**config.mk**
```make
export PLATFORM = sky130hd
export DESIGN_NAME = amls_ctrl
export DESIGN_NICKNAME = d
export VERILOG_FILES = /design/src/rtl/amls_pkg.sv /design/src/rtl/amls_ctrl.sv
export SDC_FILE = /design/constraint.sdc
export NUM_CORES = 1
export LEC_CHECK = 0
export BUFFER_PORTS_ARGS = -buffer_cell sky130_fd_sc_hd__buf_4
export CORE_AREA = 2 2 39 41
export DETAILED_ROUTE_END_ITERATION = 7
export DIE_AREA = 0 0 41 43
export HOLD_SLACK_MARGIN = 0.15
export PLACE_DENSITY_LB_ADDON = 0.1
export SYNTH_ARGS = -nofsm -noshare
export SYNTH_HDL_FRONTEND = slang
export SYNTH_SLANG_ARGS = --single-unit
```
**constraint.sdc**
```tcl
create_clock -name aclk -period 2.2 [get_ports aclk]
set_input_delay 0.44 -clock aclk [delete_from_list [all_inputs] [get_ports aclk]]
set_output_delay 0.44 -clock aclk [all_outputs]
set_load 0.01 [all_outputs]
```
**src/rtl/amls_pkg.sv**
```systemverilog
package amls_pkg;

    // Byte store size and queue depth. MEM_BYTES is a power of two, at least 8.
    localparam int MEM_BYTES   = 4096;
    localparam int QUEUE_DEPTH = 8;

    // The store is split into four byte banks: byte offset o lives in bank o[1:0], row o >> 2.
    localparam int MEM_ROWS = MEM_BYTES / 4;
    localparam int ROW_W    = (MEM_ROWS > 1) ? $clog2(MEM_ROWS) : 1;
    localparam int OFF_W    = $clog2(MEM_BYTES);
    localparam int QPTR_W   = (QUEUE_DEPTH > 1) ? $clog2(QUEUE_DEPTH) : 1;
    localparam int QCNT_W   = $clog2(QUEUE_DEPTH + 1);
    localparam int LAT_W    = 8;

    localparam int CFG_IDX_W  = 2;
    localparam int CFG_DATA_W = 32;

    localparam logic [CFG_IDX_W-1:0] REG_BASE_ADDRESS  = 2'd0;
    localparam logic [CFG_IDX_W-1:0] REG_READ_LATENCY  = 2'd1;
    localparam logic [CFG_IDX_W-1:0] REG_WRITE_LATENCY = 2'd2;

    localparam logic [1:0] RESP_OKAY   = 2'd0;
    localparam logic [1:0] RESP_SLVERR = 2'd2;

    typedef struct packed {
        logic        write_addr_valid;
        logic [31:0] write_addr;
        logic        write_data_valid;
        logic [31:0] write_data;
        logic [3:0]  write_strobe;
        logic        read_addr_valid;
        logic [31:0] read_addr;
        logic        resp_accept;
        logic        read_accept;
    } in_item_t;

    typedef struct packed {
        logic        write_resp_valid;
        logic [1:0]  write_resp_code;
        logic        read_valid;
        logic [31:0] read_data;
        logic [1:0]  read_resp_code;
        logic        queue_overflow;
    } out_item_t;

    // One step strobe per tick phase, from the controller to the datapath.
    typedef struct packed {
        logic clear;
        logic accept;
        logic pair;
        logic write;
        logic head;
        logic rreq;
        logic rdata;
        logic load;
    } ctrl_cmd_t;

    typedef struct packed {
        logic clear_last;
        logic fetch;
        logic out_free;
    } ctrl_status_t;

endpackage

```
**src/rtl/amls_ctrl.sv**
```systemverilog
module amls_ctrl import amls_pkg::*; (
    input  logic         aclk,
    input  logic         aresetn,
    input  logic         s_valid,
    output logic         s_ready,
    input  ctrl_status_t status,
    output ctrl_cmd_t    cmd
);

    typedef enum logic [7:0] {
        ST_CLEAR = 8'b0000_0001,
        ST_IDLE  = 8'b0000_0010,
        ST_PAIR  = 8'b0000_0100,
        ST_WRITE = 8'b0000_1000,
        ST_HEAD  = 8'b0001_0000,
        ST_RREQ  = 8'b0010_0000,
        ST_RDATA = 8'b0100_0000,
        ST_DONE  = 8'b1000_0000
    } state_t;

    state_t state_reg, state_next;

    always_comb begin
        state_next = state_reg;
        unique case (state_reg)
            ST_CLEAR: begin
                if (status.clear_last) begin
                    state_next = ST_IDLE;
                end
            end
            ST_IDLE: begin
                if (s_valid) begin
                    state_next = ST_PAIR;
                end
            end
            ST_PAIR:  state_next = ST_WRITE;
            ST_WRITE: state_next = ST_HEAD;
            ST_HEAD: begin
                state_next = status.fetch ? ST_RREQ : ST_DONE;
            end
            ST_RREQ:  state_next = ST_RDATA;
            ST_RDATA: state_next = ST_DONE;
            ST_DONE: begin
                if (status.out_free) begin
                    state_next = ST_IDLE;
                end
            end
            default:  state_next = ST_CLEAR;
        endcase
    end

    always_ff @(posedge aclk) begin
        if (!aresetn) begin
            state_reg <= ST_CLEAR;
        end else begin
            state_reg <= state_next;
        end
    end

    assign s_ready    = (state_reg == ST_IDLE);
    assign cmd.clear  = (state_reg == ST_CLEAR);
    assign cmd.accept = (state_reg == ST_IDLE) && s_valid;
    assign cmd.pair   = (state_reg == ST_PAIR);
    assign cmd.write  = (state_reg == ST_WRITE);
    assign cmd.head   = (state_reg == ST_HEAD);
    assign cmd.rreq   = (state_reg == ST_RREQ);
    assign cmd.rdata  = (state_reg == ST_RDATA);
    assign cmd.load   = (state_reg == ST_DONE) && status.out_free;

    a_accept_starts_pair: assert property (@(posedge aclk) disable iff (!aresetn)
        (s_valid && s_ready) |=> (state_reg == ST_PAIR))
        else $error("accepted beat did not start the pairing step");

    a_fetch_reads_ram: assert property (@(posedge aclk) disable iff (!aresetn)
        (state_reg == ST_HEAD && status.fetch) |=> (state_reg == ST_RREQ) ##1
            (state_reg == ST_RDATA))
        else $error("read fetch skipped the RAM access steps");

    a_load_reopens_input: assert property (@(posedge aclk) disable iff (!aresetn)
        cmd.load |=> s_ready)
        else $error("input not reopened after result load");

endmodule

```
* Word level (Yosys, flattened, before mapping)
Index checks and enable logic that the tools add are counted.
** Word-level totals
- Flip-flop bits (word level) :: 8
- Latch bits :: 0
- Memory bits (writable) :: 0
- Memory bits (read-only) :: 0
- Input bits :: 6
- Output and inout port bits :: 9
- Word-level logic and storage cells :: 20
- Memories :: 0
** Cells by class
- $add $sub $neg :: 0
- $mul :: 0
- Divide/modulo/power cells :: 0
- Magnitude comparators :: 0
- Equality and inequality tests :: 11
- Shifts and indexed selects :: 0
- Multiplexer cells :: 5
- Bitwise logic cells :: 0
- Reduce and logical (&&, ||, !) cells :: 3
** Operator list (count)
- $pmux 8 s8 :: 1
- $mux 8 :: 4
- $eq 8x1->1 const B :: 1
- $eq 8x2->1 const B :: 1
- $eq 8x3->1 const B :: 1
- $eq 8x4->1 const B :: 1
- $eq 8x5->1 const B :: 1
- $eq 8x6->1 const B :: 1
- $eq 8x7->1 const B :: 1
- $eq 8x8->1 const B :: 1
- $ne 2x2->1 const B :: 3
- $reduce_and 3->1 :: 1
- $logic_and 1x1->1 :: 2

* Logic depth before layout (Yosys ltp)
Gate-level depths: netlist of run 1.
- Depth in word-level cells :: 3
- Gate-level depth with buffers :: 5
- Gate-level depth less buffers :: 4

* Least setup slack after synthesis of run 1
OpenSTA, ideal clock, no wires.
- Path type :: register to output
- Start :: reg state_reg[2]
- End :: out cmd[6] in the netlist's numbering
- Data arrival time :: 1.555 ns
- Path slack :: 0.205 ns
- Stages on the path, launching flop included :: 6
- Path through :: dfxtp_1 > or4_1 > buf_6 > nor3_1 > nand2_1 > inv_1
** RTL lines
- start: declaration :: RTL line amls_ctrl.sv:21 : state_t state_reg, state_next;
- start signal: assignment :: RTL line amls_ctrl.sv:56 : state_reg <= state_next;
- end: declaration :: RTL line amls_ctrl.sv:7 : output ctrl_cmd_t cmd

==> impl_metrics.tcl, run 1 <==
set metrics [dict create \
    period_needed_ps 2110 \
    hold_viol_final 0 \
    cts_root_buf "clkbuf_4" \
    hold_buffers 0 \
    finalSetupViolCount 0 \
    antenna_cells 0 \
    min_path_cells 2 \
    setup_slack_ps 93.8 \
    cpMostUsedCell "buf_4" \
    nets 87 \
    routedWlPerCell_um 12.5 \
    hold_start "status[1]" \
    fmax_mhz 475 \
    leakage_nw 0.309 \
    worst_hold_path_type "primary input to register" \
    outcome "finished, final reports clean" \
    first_pass_iters 4 \
    clock_path_buffers 2 \
    syn_avg_cell_area_um2 8.32 \
    routed-via-count 490 \
    slew_headroom_pct 76.5 \
    place.gp.congestion 0.789 \
    grt_first_pass_wirelength_um 1760 \
    worstSetupPathDepth 5 \
    synth_cells 63 \
    ff2ff_path_depth 5 \
    tightest_slew_ps 343 \
    async_reset_ff_share_pct 0 \
    syn_area_um2 524 \
    design_area_um2 681 \
    yosysSeqAreaShare_pct 30.5 \
    route.detailed.drc 0 \
    grt_max_degree 12 \
    rows 14 \
    rr_startpoint "state_reg[2]" \
    h-tree-depth 1 \
    area_delta_synth_final_pct 29.8 \
    clk_pin_slew_worst_paths_ps 60 \
    portBuffers 14 \
    drt_iter0_drc 12 \
    start_util_pct 37.9 \
    cts_inserted_buffers 3 \
    largest_reg_flops 8 \
    antenna_found_initial 0 \
    routed_via_density 5.16 \
    cts_tree "yes" \
    crit_path_end_kind "output pin" \
    required_ps 1760 \
    die_w_um 41 \
    min_period_over_period_pct 95.7 \
    clkLatencyLatePin_ps 260 \
    drive_above_1_share_pct 43.0 \
    cpPeakStageDelay_ps 540 \
    critPathLaunchType "register" \
    whs_ps 419 \
    grt_overflow 0 \
    startpoint "state_reg[2]" \
    synth_seq_cells 8 \
    rsz0062_at_grt "false" \
    critPathSlowestCell "or4_4" \
    ir_drop_mv 0.359 \
    cellPowerDensity_nw_per_um2 860 \
    ys_types 28 \
    io_pins 15 \
    dp_hpwl_um 885 \
    antenna_left 0 \
    place_area_um2 641 \
    setup_tns_ps 0 \
    path_class "register to output pin" \
    critPathBufInv 2 \
    cts.sinks 8 \
    yosysWarnings 0 \
    core_um2 1380 \
    final_common_cell "buf_4" \
    drv_cap 0 \
    crit_family "simple AND/OR/NAND/NOR gates" \
    die_area_um2 1760 \
    cp.arrival_ps 1670 \
    pre_cts_ws_ps 313 \
    synth-edff-count 0 \
    skew_ps 5.00 \
    synth-main-ff-cell "dfxtp_1" \
    synth_nets 69 \
    grt_use_total_pct 14.9 \
    path_cells "or4_4, buf_4, nor2_2, and3_1, buf_4" \
    die_h_um 43 \
    path_max_fanout 6 \
    total_power_uw 585 \
    wl_um 1180 \
    grt_pass1_vias 436 \
    final_max_slew_viol_count 0 \
    final_cell_mix "buf_4, dfxtp_1, nor2_1, o21ai_0" \
]
## report_power, final
| part | internal, mW | total (mW) | switching [mW] |
|---|---|---|---|
| combinational | 0.128 | 0.267 | 0.139 |
| sequential | 0.169 | 0.202 | 0.0326 |
| clock | 0.0627 | 0.117 | 0.0539 |
## layer usage
metal | track usage, % | wire length, um | vias up
li1 | - | - | 259
met1 | 19.3 | 537 | 214
met2 | 21.3 | 522 | 13
met3 | 3.14 | 85 | 4
met4 | 10.0 | 38 | 0
met5 | 0 | 0 | -
## worst register-to-register path, cell delays in order, from the launching register on
cell	delay (ps)
dfxtp_1	330
or4_4	540
buf_4	180
o41ai_4	320
or2_4	230
nor4_2	50
## logic make-up (layout without fill, tap and decap cells)
| kind of cell | Yosys count | count (layout) | synth area share [%] |
|---|---|---|---|
| and+or+nand+nor | 37 | 37 | 45.1 |
| AOI/OAI and AO/OA | 10 | 10 | 15.3 |
| DFF | 8 | 8 | 30.5 |
| buffers and inverters | 7 | 23 | 7.40 |
| xor gates and xnor gates | 1 | 1 | 1.67 |
## metrics by stage
step | util (%) | cells
floorplan | - | 63
global placement | 46.3 | 92
detailed placement | 46.3 | 92
CTS | 47.9 | 95
global route | 49.2 | 95
finish | 49.2 | 95
## layout make-up
class	instances	area, um^2
clock buffers	3	22.5
fillers	140	703
inverters	4	15.0
multi-input cells	48	342
flip-flops and latches	8	161
well taps	16	20.0
repair buffers	16	120
## final timing paths
| path | to | slack (ps) |
|---|---|---|
| setup reg to reg | state_reg[1] | 440 |
| hold reg to reg | state_reg[4] | 610 |
| setup / recovery | cmd[0] | 90 |
| hold / removal | state_reg[5] | 420 |
## synthesized netlist by cell type (2+ instances only)
| master | count | area, um^2 |
|---|---|---|
| o21ai_0 | 5 | 25.0 |
| or4_1 | 2 | 15.0 |
| and3_1 | 2 | 12.5 |
| nor4_2 | 2 | 25.0 |
| nand2b_1 | 4 | 25.0 |
| or2_2 | 2 | 12.5 |
| nor3_1 | 6 | 30.0 |
| a21oi_1 | 2 | 10.0 |
| nand2_1 | 4 | 15.0 |
| dfxtp_1 | 8 | 160 |
| inv_1 | 4 | 15.0 |
| nor2_1 | 6 | 22.5 |
## repair_timing
item	4_1_cts	5_1_grt
gates resized for setup	0	5
setup buffers	0	0
setup endpoints to repair	0	4
No activity file was read; power rests on OpenSTA's default activity.
==> run 2: changes to the inputs <==
Settings changed: PLACE_DENSITY from default to 0.67, PLACE_DENSITY_LB_ADDON 0.1 to default.
==> run 2 against run 1 <==
Effect of this change: utilization up 0.27 points; global-route usage is 0.20 points higher; register-to-register slack lost 20 ps; non-clock buffer count is the same; via count grew 6.7%; setup slack worse by 18 ps; sequential cell count is the same; highest routed layer unchanged.
==> impl_metrics.tcl, run 2 (synthesis gave the netlist of run 1 again) <==
set metrics [dict create \
    outcome "finished, final reports clean" \
    total_power_uw 588 \
    p_int_uw 361 \
    crit_path_end_kind "output pin" \
    start_util_pct 37.9 \
    leakage_nw 0.310 \
    clk_pin_slew_worst_paths_ps 60 \
    grt_first_pass_wirelength_um 1750 \
    seqPwrFrac_pct 34.9 \
    required_ps 1760 \
    cts_root_buf "clkbuf_4" \
    first_pass_iters 4 \
    period_needed_ps 2120 \
    cp.arrival_ps 1680 \
    setup_tns_ps 0 \
    drv_cap 0 \
    finalSetupViolCount 0 \
    cts.sinks 8 \
    place.gp.congestion 0.766 \
    final_common_cell "buf_4" \
    p_sw_uw 228 \
    grt_pass1_vias 410 \
    clkLatencyLatePin_ps 260 \
    area_delta_synth_final_pct 30.5 \
    pre_cts_ws_ps 272 \
    drive_above_1_share_pct 43.0 \
    routedWlPerCell_um 12.9 \
    tightest_slew_ps 412 \
    path_class "register to output pin" \
    slew_headroom_pct 71.8 \
    grt_overflow 0 \
    nets 87 \
    cts_inserted_buffers 3 \
    final_util_pct 49.5 \
    swShare_pct 38.7 \
    portBuffers 14 \
    rows 14 \
    setup_slack_ps 75.6 \
    cts_tree "yes" \
    antenna_left 0 \
    io_pins 15 \
    worst_hold_path_type "primary input to register" \
    largest_reg_flops 8 \
    hold_viol_final 0 \
    fmax_mhz 471 \
    p_comb_share_pct 45.9 \
    dp_hpwl_um 897 \
    final_cell_mix "buf_4, dfxtp_1, nor2_1, o21ai_0" \
    die_h_um 43 \
    grt_use_total_pct 15.1 \
    final_max_slew_viol_count 0 \
    cts_setup_buffers 0 \
    antenna_cells 0 \
    die_w_um 41 \
    antenna_found_initial 0 \
    routed_via_density 5.51 \
    grt_max_degree 12 \
    core_um2 1380 \
    design_area_um2 684 \
    clock_path_buffers 2 \
    min_period_over_period_pct 96.6 \
    path_max_fanout 6 \
    h-tree-depth 1 \
    skew_ps 11.3 \
    cellPowerDensity_nw_per_um2 860 \
    route.detailed.drc 0 \
    wl_um 1230 \
    die_area_um2 1760 \
    critPathLaunchType "register" \
    drt_iter0_drc 4 \
    ir_drop_mv 0.497 \
    place_area_um2 641 \
    routed-via-count 523 \
    pwr-share-clk_pct 19.2 \
]
run 2: metrics by stage:
| step | hold slack (ps) | cells |
|---|---|---|
| after floorplan | 534 | 63 |
| after global placement | 580 | 92 |
| after detailed placement | 591 | 92 |
| after CTS | 420 | 95 |
| after global routing | 416 | 95 |
| final | 425 | 95 |
run 2: layer usage:
metal	part of all wire, %	up-vias	wire length, um	global-route usage, %
li1	-	262	-	-
met1	47	243	577	22.2
met2	45	16	549	19.1
met3	6.9	2	85	4.71
met4	1.2	0	15	8.00
met5	0	-	0	0
run 2: final timing paths:
kind	slack, ps	startpoint	to	cells past startpoint
setup / recovery	80	state_reg[7]	cmd[5]	5
hold / removal	430	status[1]	state_reg[5]	2
hold reg to reg	610	state_reg[6]	state_reg[6]	2
setup reg to reg	420	state_reg[2]	state_reg[1]	5
run 2: timing repair:
item	CTS	global route
setup endpoints to repair	1	3
hold buffers	0	0
resized for setup	2	4
run 2: worst max-delay path: stages (launching register included):
cell and delay (ps):
dfxtp_1 340, or4_1 610, nor3_2 200, nand2_1 100, inv_1 60, buf_4 110
run 2: power groups by stage:
stage / clock network [mW] / logic, mW / registers (mW)
2_1_floorplan: 0 / 0.193 / 0.195
3_3_place_gp: 0 / 0.258 / 0.205
3_5_place_dp: 0 / 0.260 / 0.204
4_1_cts: 0.116 / 0.264 / 0.200
5_1_grt: 0.124 / 0.303 / 0.207
6_report: 0.113 / 0.270 / 0.205
run 2: layout make-up:
| class | count | area [um^2] |
|---|---|---|
| Clock buffer | 3 | 22.5 |
| Fill cell | 140 | 699 |
| Inverter | 4 | 15.0 |
| Multi-Input combinational cell | 48 | 342 |
| Sequential cell | 8 | 161 |
| Tap cell | 16 | 20.0 |
| Timing Repair Buffer | 16 | 124 |
==> run 3: changes to the inputs <==
--- a/constraint.sdc
+++ b/constraint.sdc
@@ -3,2 +3,2 @@
 set_output_delay 0.44 -clock aclk [all_outputs]
-set_load 0.01 [all_outputs]
+set_load 0.1 [all_outputs]
==> run 3 against run 2 <==
Effect of this change: setup slack got worse by 63 ps; wire length is 21% higher; utilization is 15 points higher; critical path depth did not move.
==> impl_metrics.tcl, run 3 (synthesis gave the netlist of run 1 again) <==
set metrics [dict create \
    outcome "finished, final reports clean" \
    antenna_found_initial 0 \
    antenna_cells 0 \
    cts_inserted_buffers 3 \
    antenna_left 0 \
    final_cell_mix "buf_4, nor2_1, o21ai_0, dfxtp_1" \
    stdcell_count 103 \
    placed_cells 99 \
    h-tree-depth 1 \
    grt_max_degree 12 \
    grt_pass1_vias 537 \
    drt_iter0_drc 6 \
    min_period_over_period_pct 99.4 \
    die_h_um 43 \
    hold_viol_final 0 \
    hold_buffers 0 \
    final_common_cell "buf_4" \
    fmax_mhz 457 \
    grt_use_total_pct 19.1 \
    setup_slack_ps 12.7 \
    path_class "register to output pin" \
    clk_pin_slew_worst_paths_ps 50 \
    finalSetupViolCount 0 \
    cts.sinks 8 \
    dp_hpwl_um 1030 \
    worst_hold_path_type "primary input to register" \
    final_max_slew_viol_count 0 \
    area_delta_synth_final_pct 69.9 \
    skew_ps 9.92 \
    final_util_pct 64.4 \
    ir_drop_mv 0.527 \
    place.gp.congestion 0.824 \
    grt_first_pass_wirelength_um 2270 \
    multi_input_area_um2 424 \
    cts_tree "yes" \
    slew_headroom_pct 74.9 \
    cellPowerDensity_nw_per_um2 994 \
    pre_cts_ws_ps 131 \
    seq_area_um2 164 \
    route.detailed.drc 0 \
    path_max_fanout 6 \
    rsz0062_at_grt "true" \
    setup_tns_ps 0 \
    leakage_nw 0.341 \
    first_pass_iters 2 \
    cts_root_buf "clkbuf_4" \
    routedWlPerCell_um 14.4 \
    wl_um 1480 \
    critPathLaunchType "register" \
    largest_reg_flops 8 \
    routed-via-count 550 \
    crit_path_end_kind "output pin" \
    clkLatencyLatePin_ps 260 \
    fill_cells 117 \
    die_area_um2 1760 \
    portBuffers 14 \
    routed_via_density 5.34 \
    rows 14 \
    period_needed_ps 2190 \
    drv_cap 0 \
    total_power_uw 885 \
    required_ps 1760 \
    grt_overflow 0 \
    clock_path_buffers 2 \
    cp.arrival_ps 1750 \
    drive_above_1_share_pct 65.5 \
    tightest_slew_ps 367 \
    die_w_um 41 \
    io_pins 15 \
    nets 95 \
    core_um2 1380 \
    start_util_pct 37.9 \
]
## run 3: where the power goes
| part | leakage (nW) | total (mW) | switching [mW] | internal, mW |
|---|---|---|---|---|
| logic | 0.261 | 0.563 | 0.357 | 0.205 |
| clock network | 0.0138 | 0.114 | 0.0510 | 0.0625 |
| registers | 0.0657 | 0.209 | 0.0360 | 0.173 |
| total | 0.341 | 0.885 | 0.444 | 0.441 |
## run 3: timing repair
action | CTS | global route
gates resized for setup | 10 | 17
setup buffers | 0 | 1
gates cloned | 0 | 0
endpoints found under the setup margin | 7 | 7
pin swaps | 0 | 7
## run 3: final timing paths
check,start,to,slack (ps),depth (start not counted)
worst max-delay path,state_reg[7],cmd[4],10,5
worst min-delay path,status[1],state_reg[5],440,2
worst max register to register,state_reg[2],state_reg[6],390,5
worst min register to register,state_reg[6],state_reg[1],640,2
## run 3: layout make-up
cell class,instances,share of cell area (%)
Multi-Input combinational cell,48,47.6
Clock buffer,3,2.53
Tap cell,16,2.25
Inverter,4,2.53
Timing Repair Buffer,24,26.7
Sequential cell,8,18.4
## run 3: metrics by stage
stage          cell area, um^2  hold slack [ps]
6_report                   891              439
5_1_grt                    891              439
2_1_floorplan              587              557
3_5_place_dp               756              631
4_1_cts                    818              430
3_3_place_gp               756              625
## run 3: routing by layer
layer | vias up | track usage, % | share of wire, %
met5 | - | 0 | 0
met4 | 0 | 12.0 | 0.81
met3 | 2 | 2.09 | 3.5
met2 | 10 | 30.0 | 55
met1 | 264 | 23.2 | 41
li1 | 274 | - | -
## run 3: critical path, cell delays in order, from the launching register on
cell        delay (ps)
dfxtp_2            340
or4_4              560
nor3_4             240
nand2_2            110
clkinvlp_4          90
buf_12             170
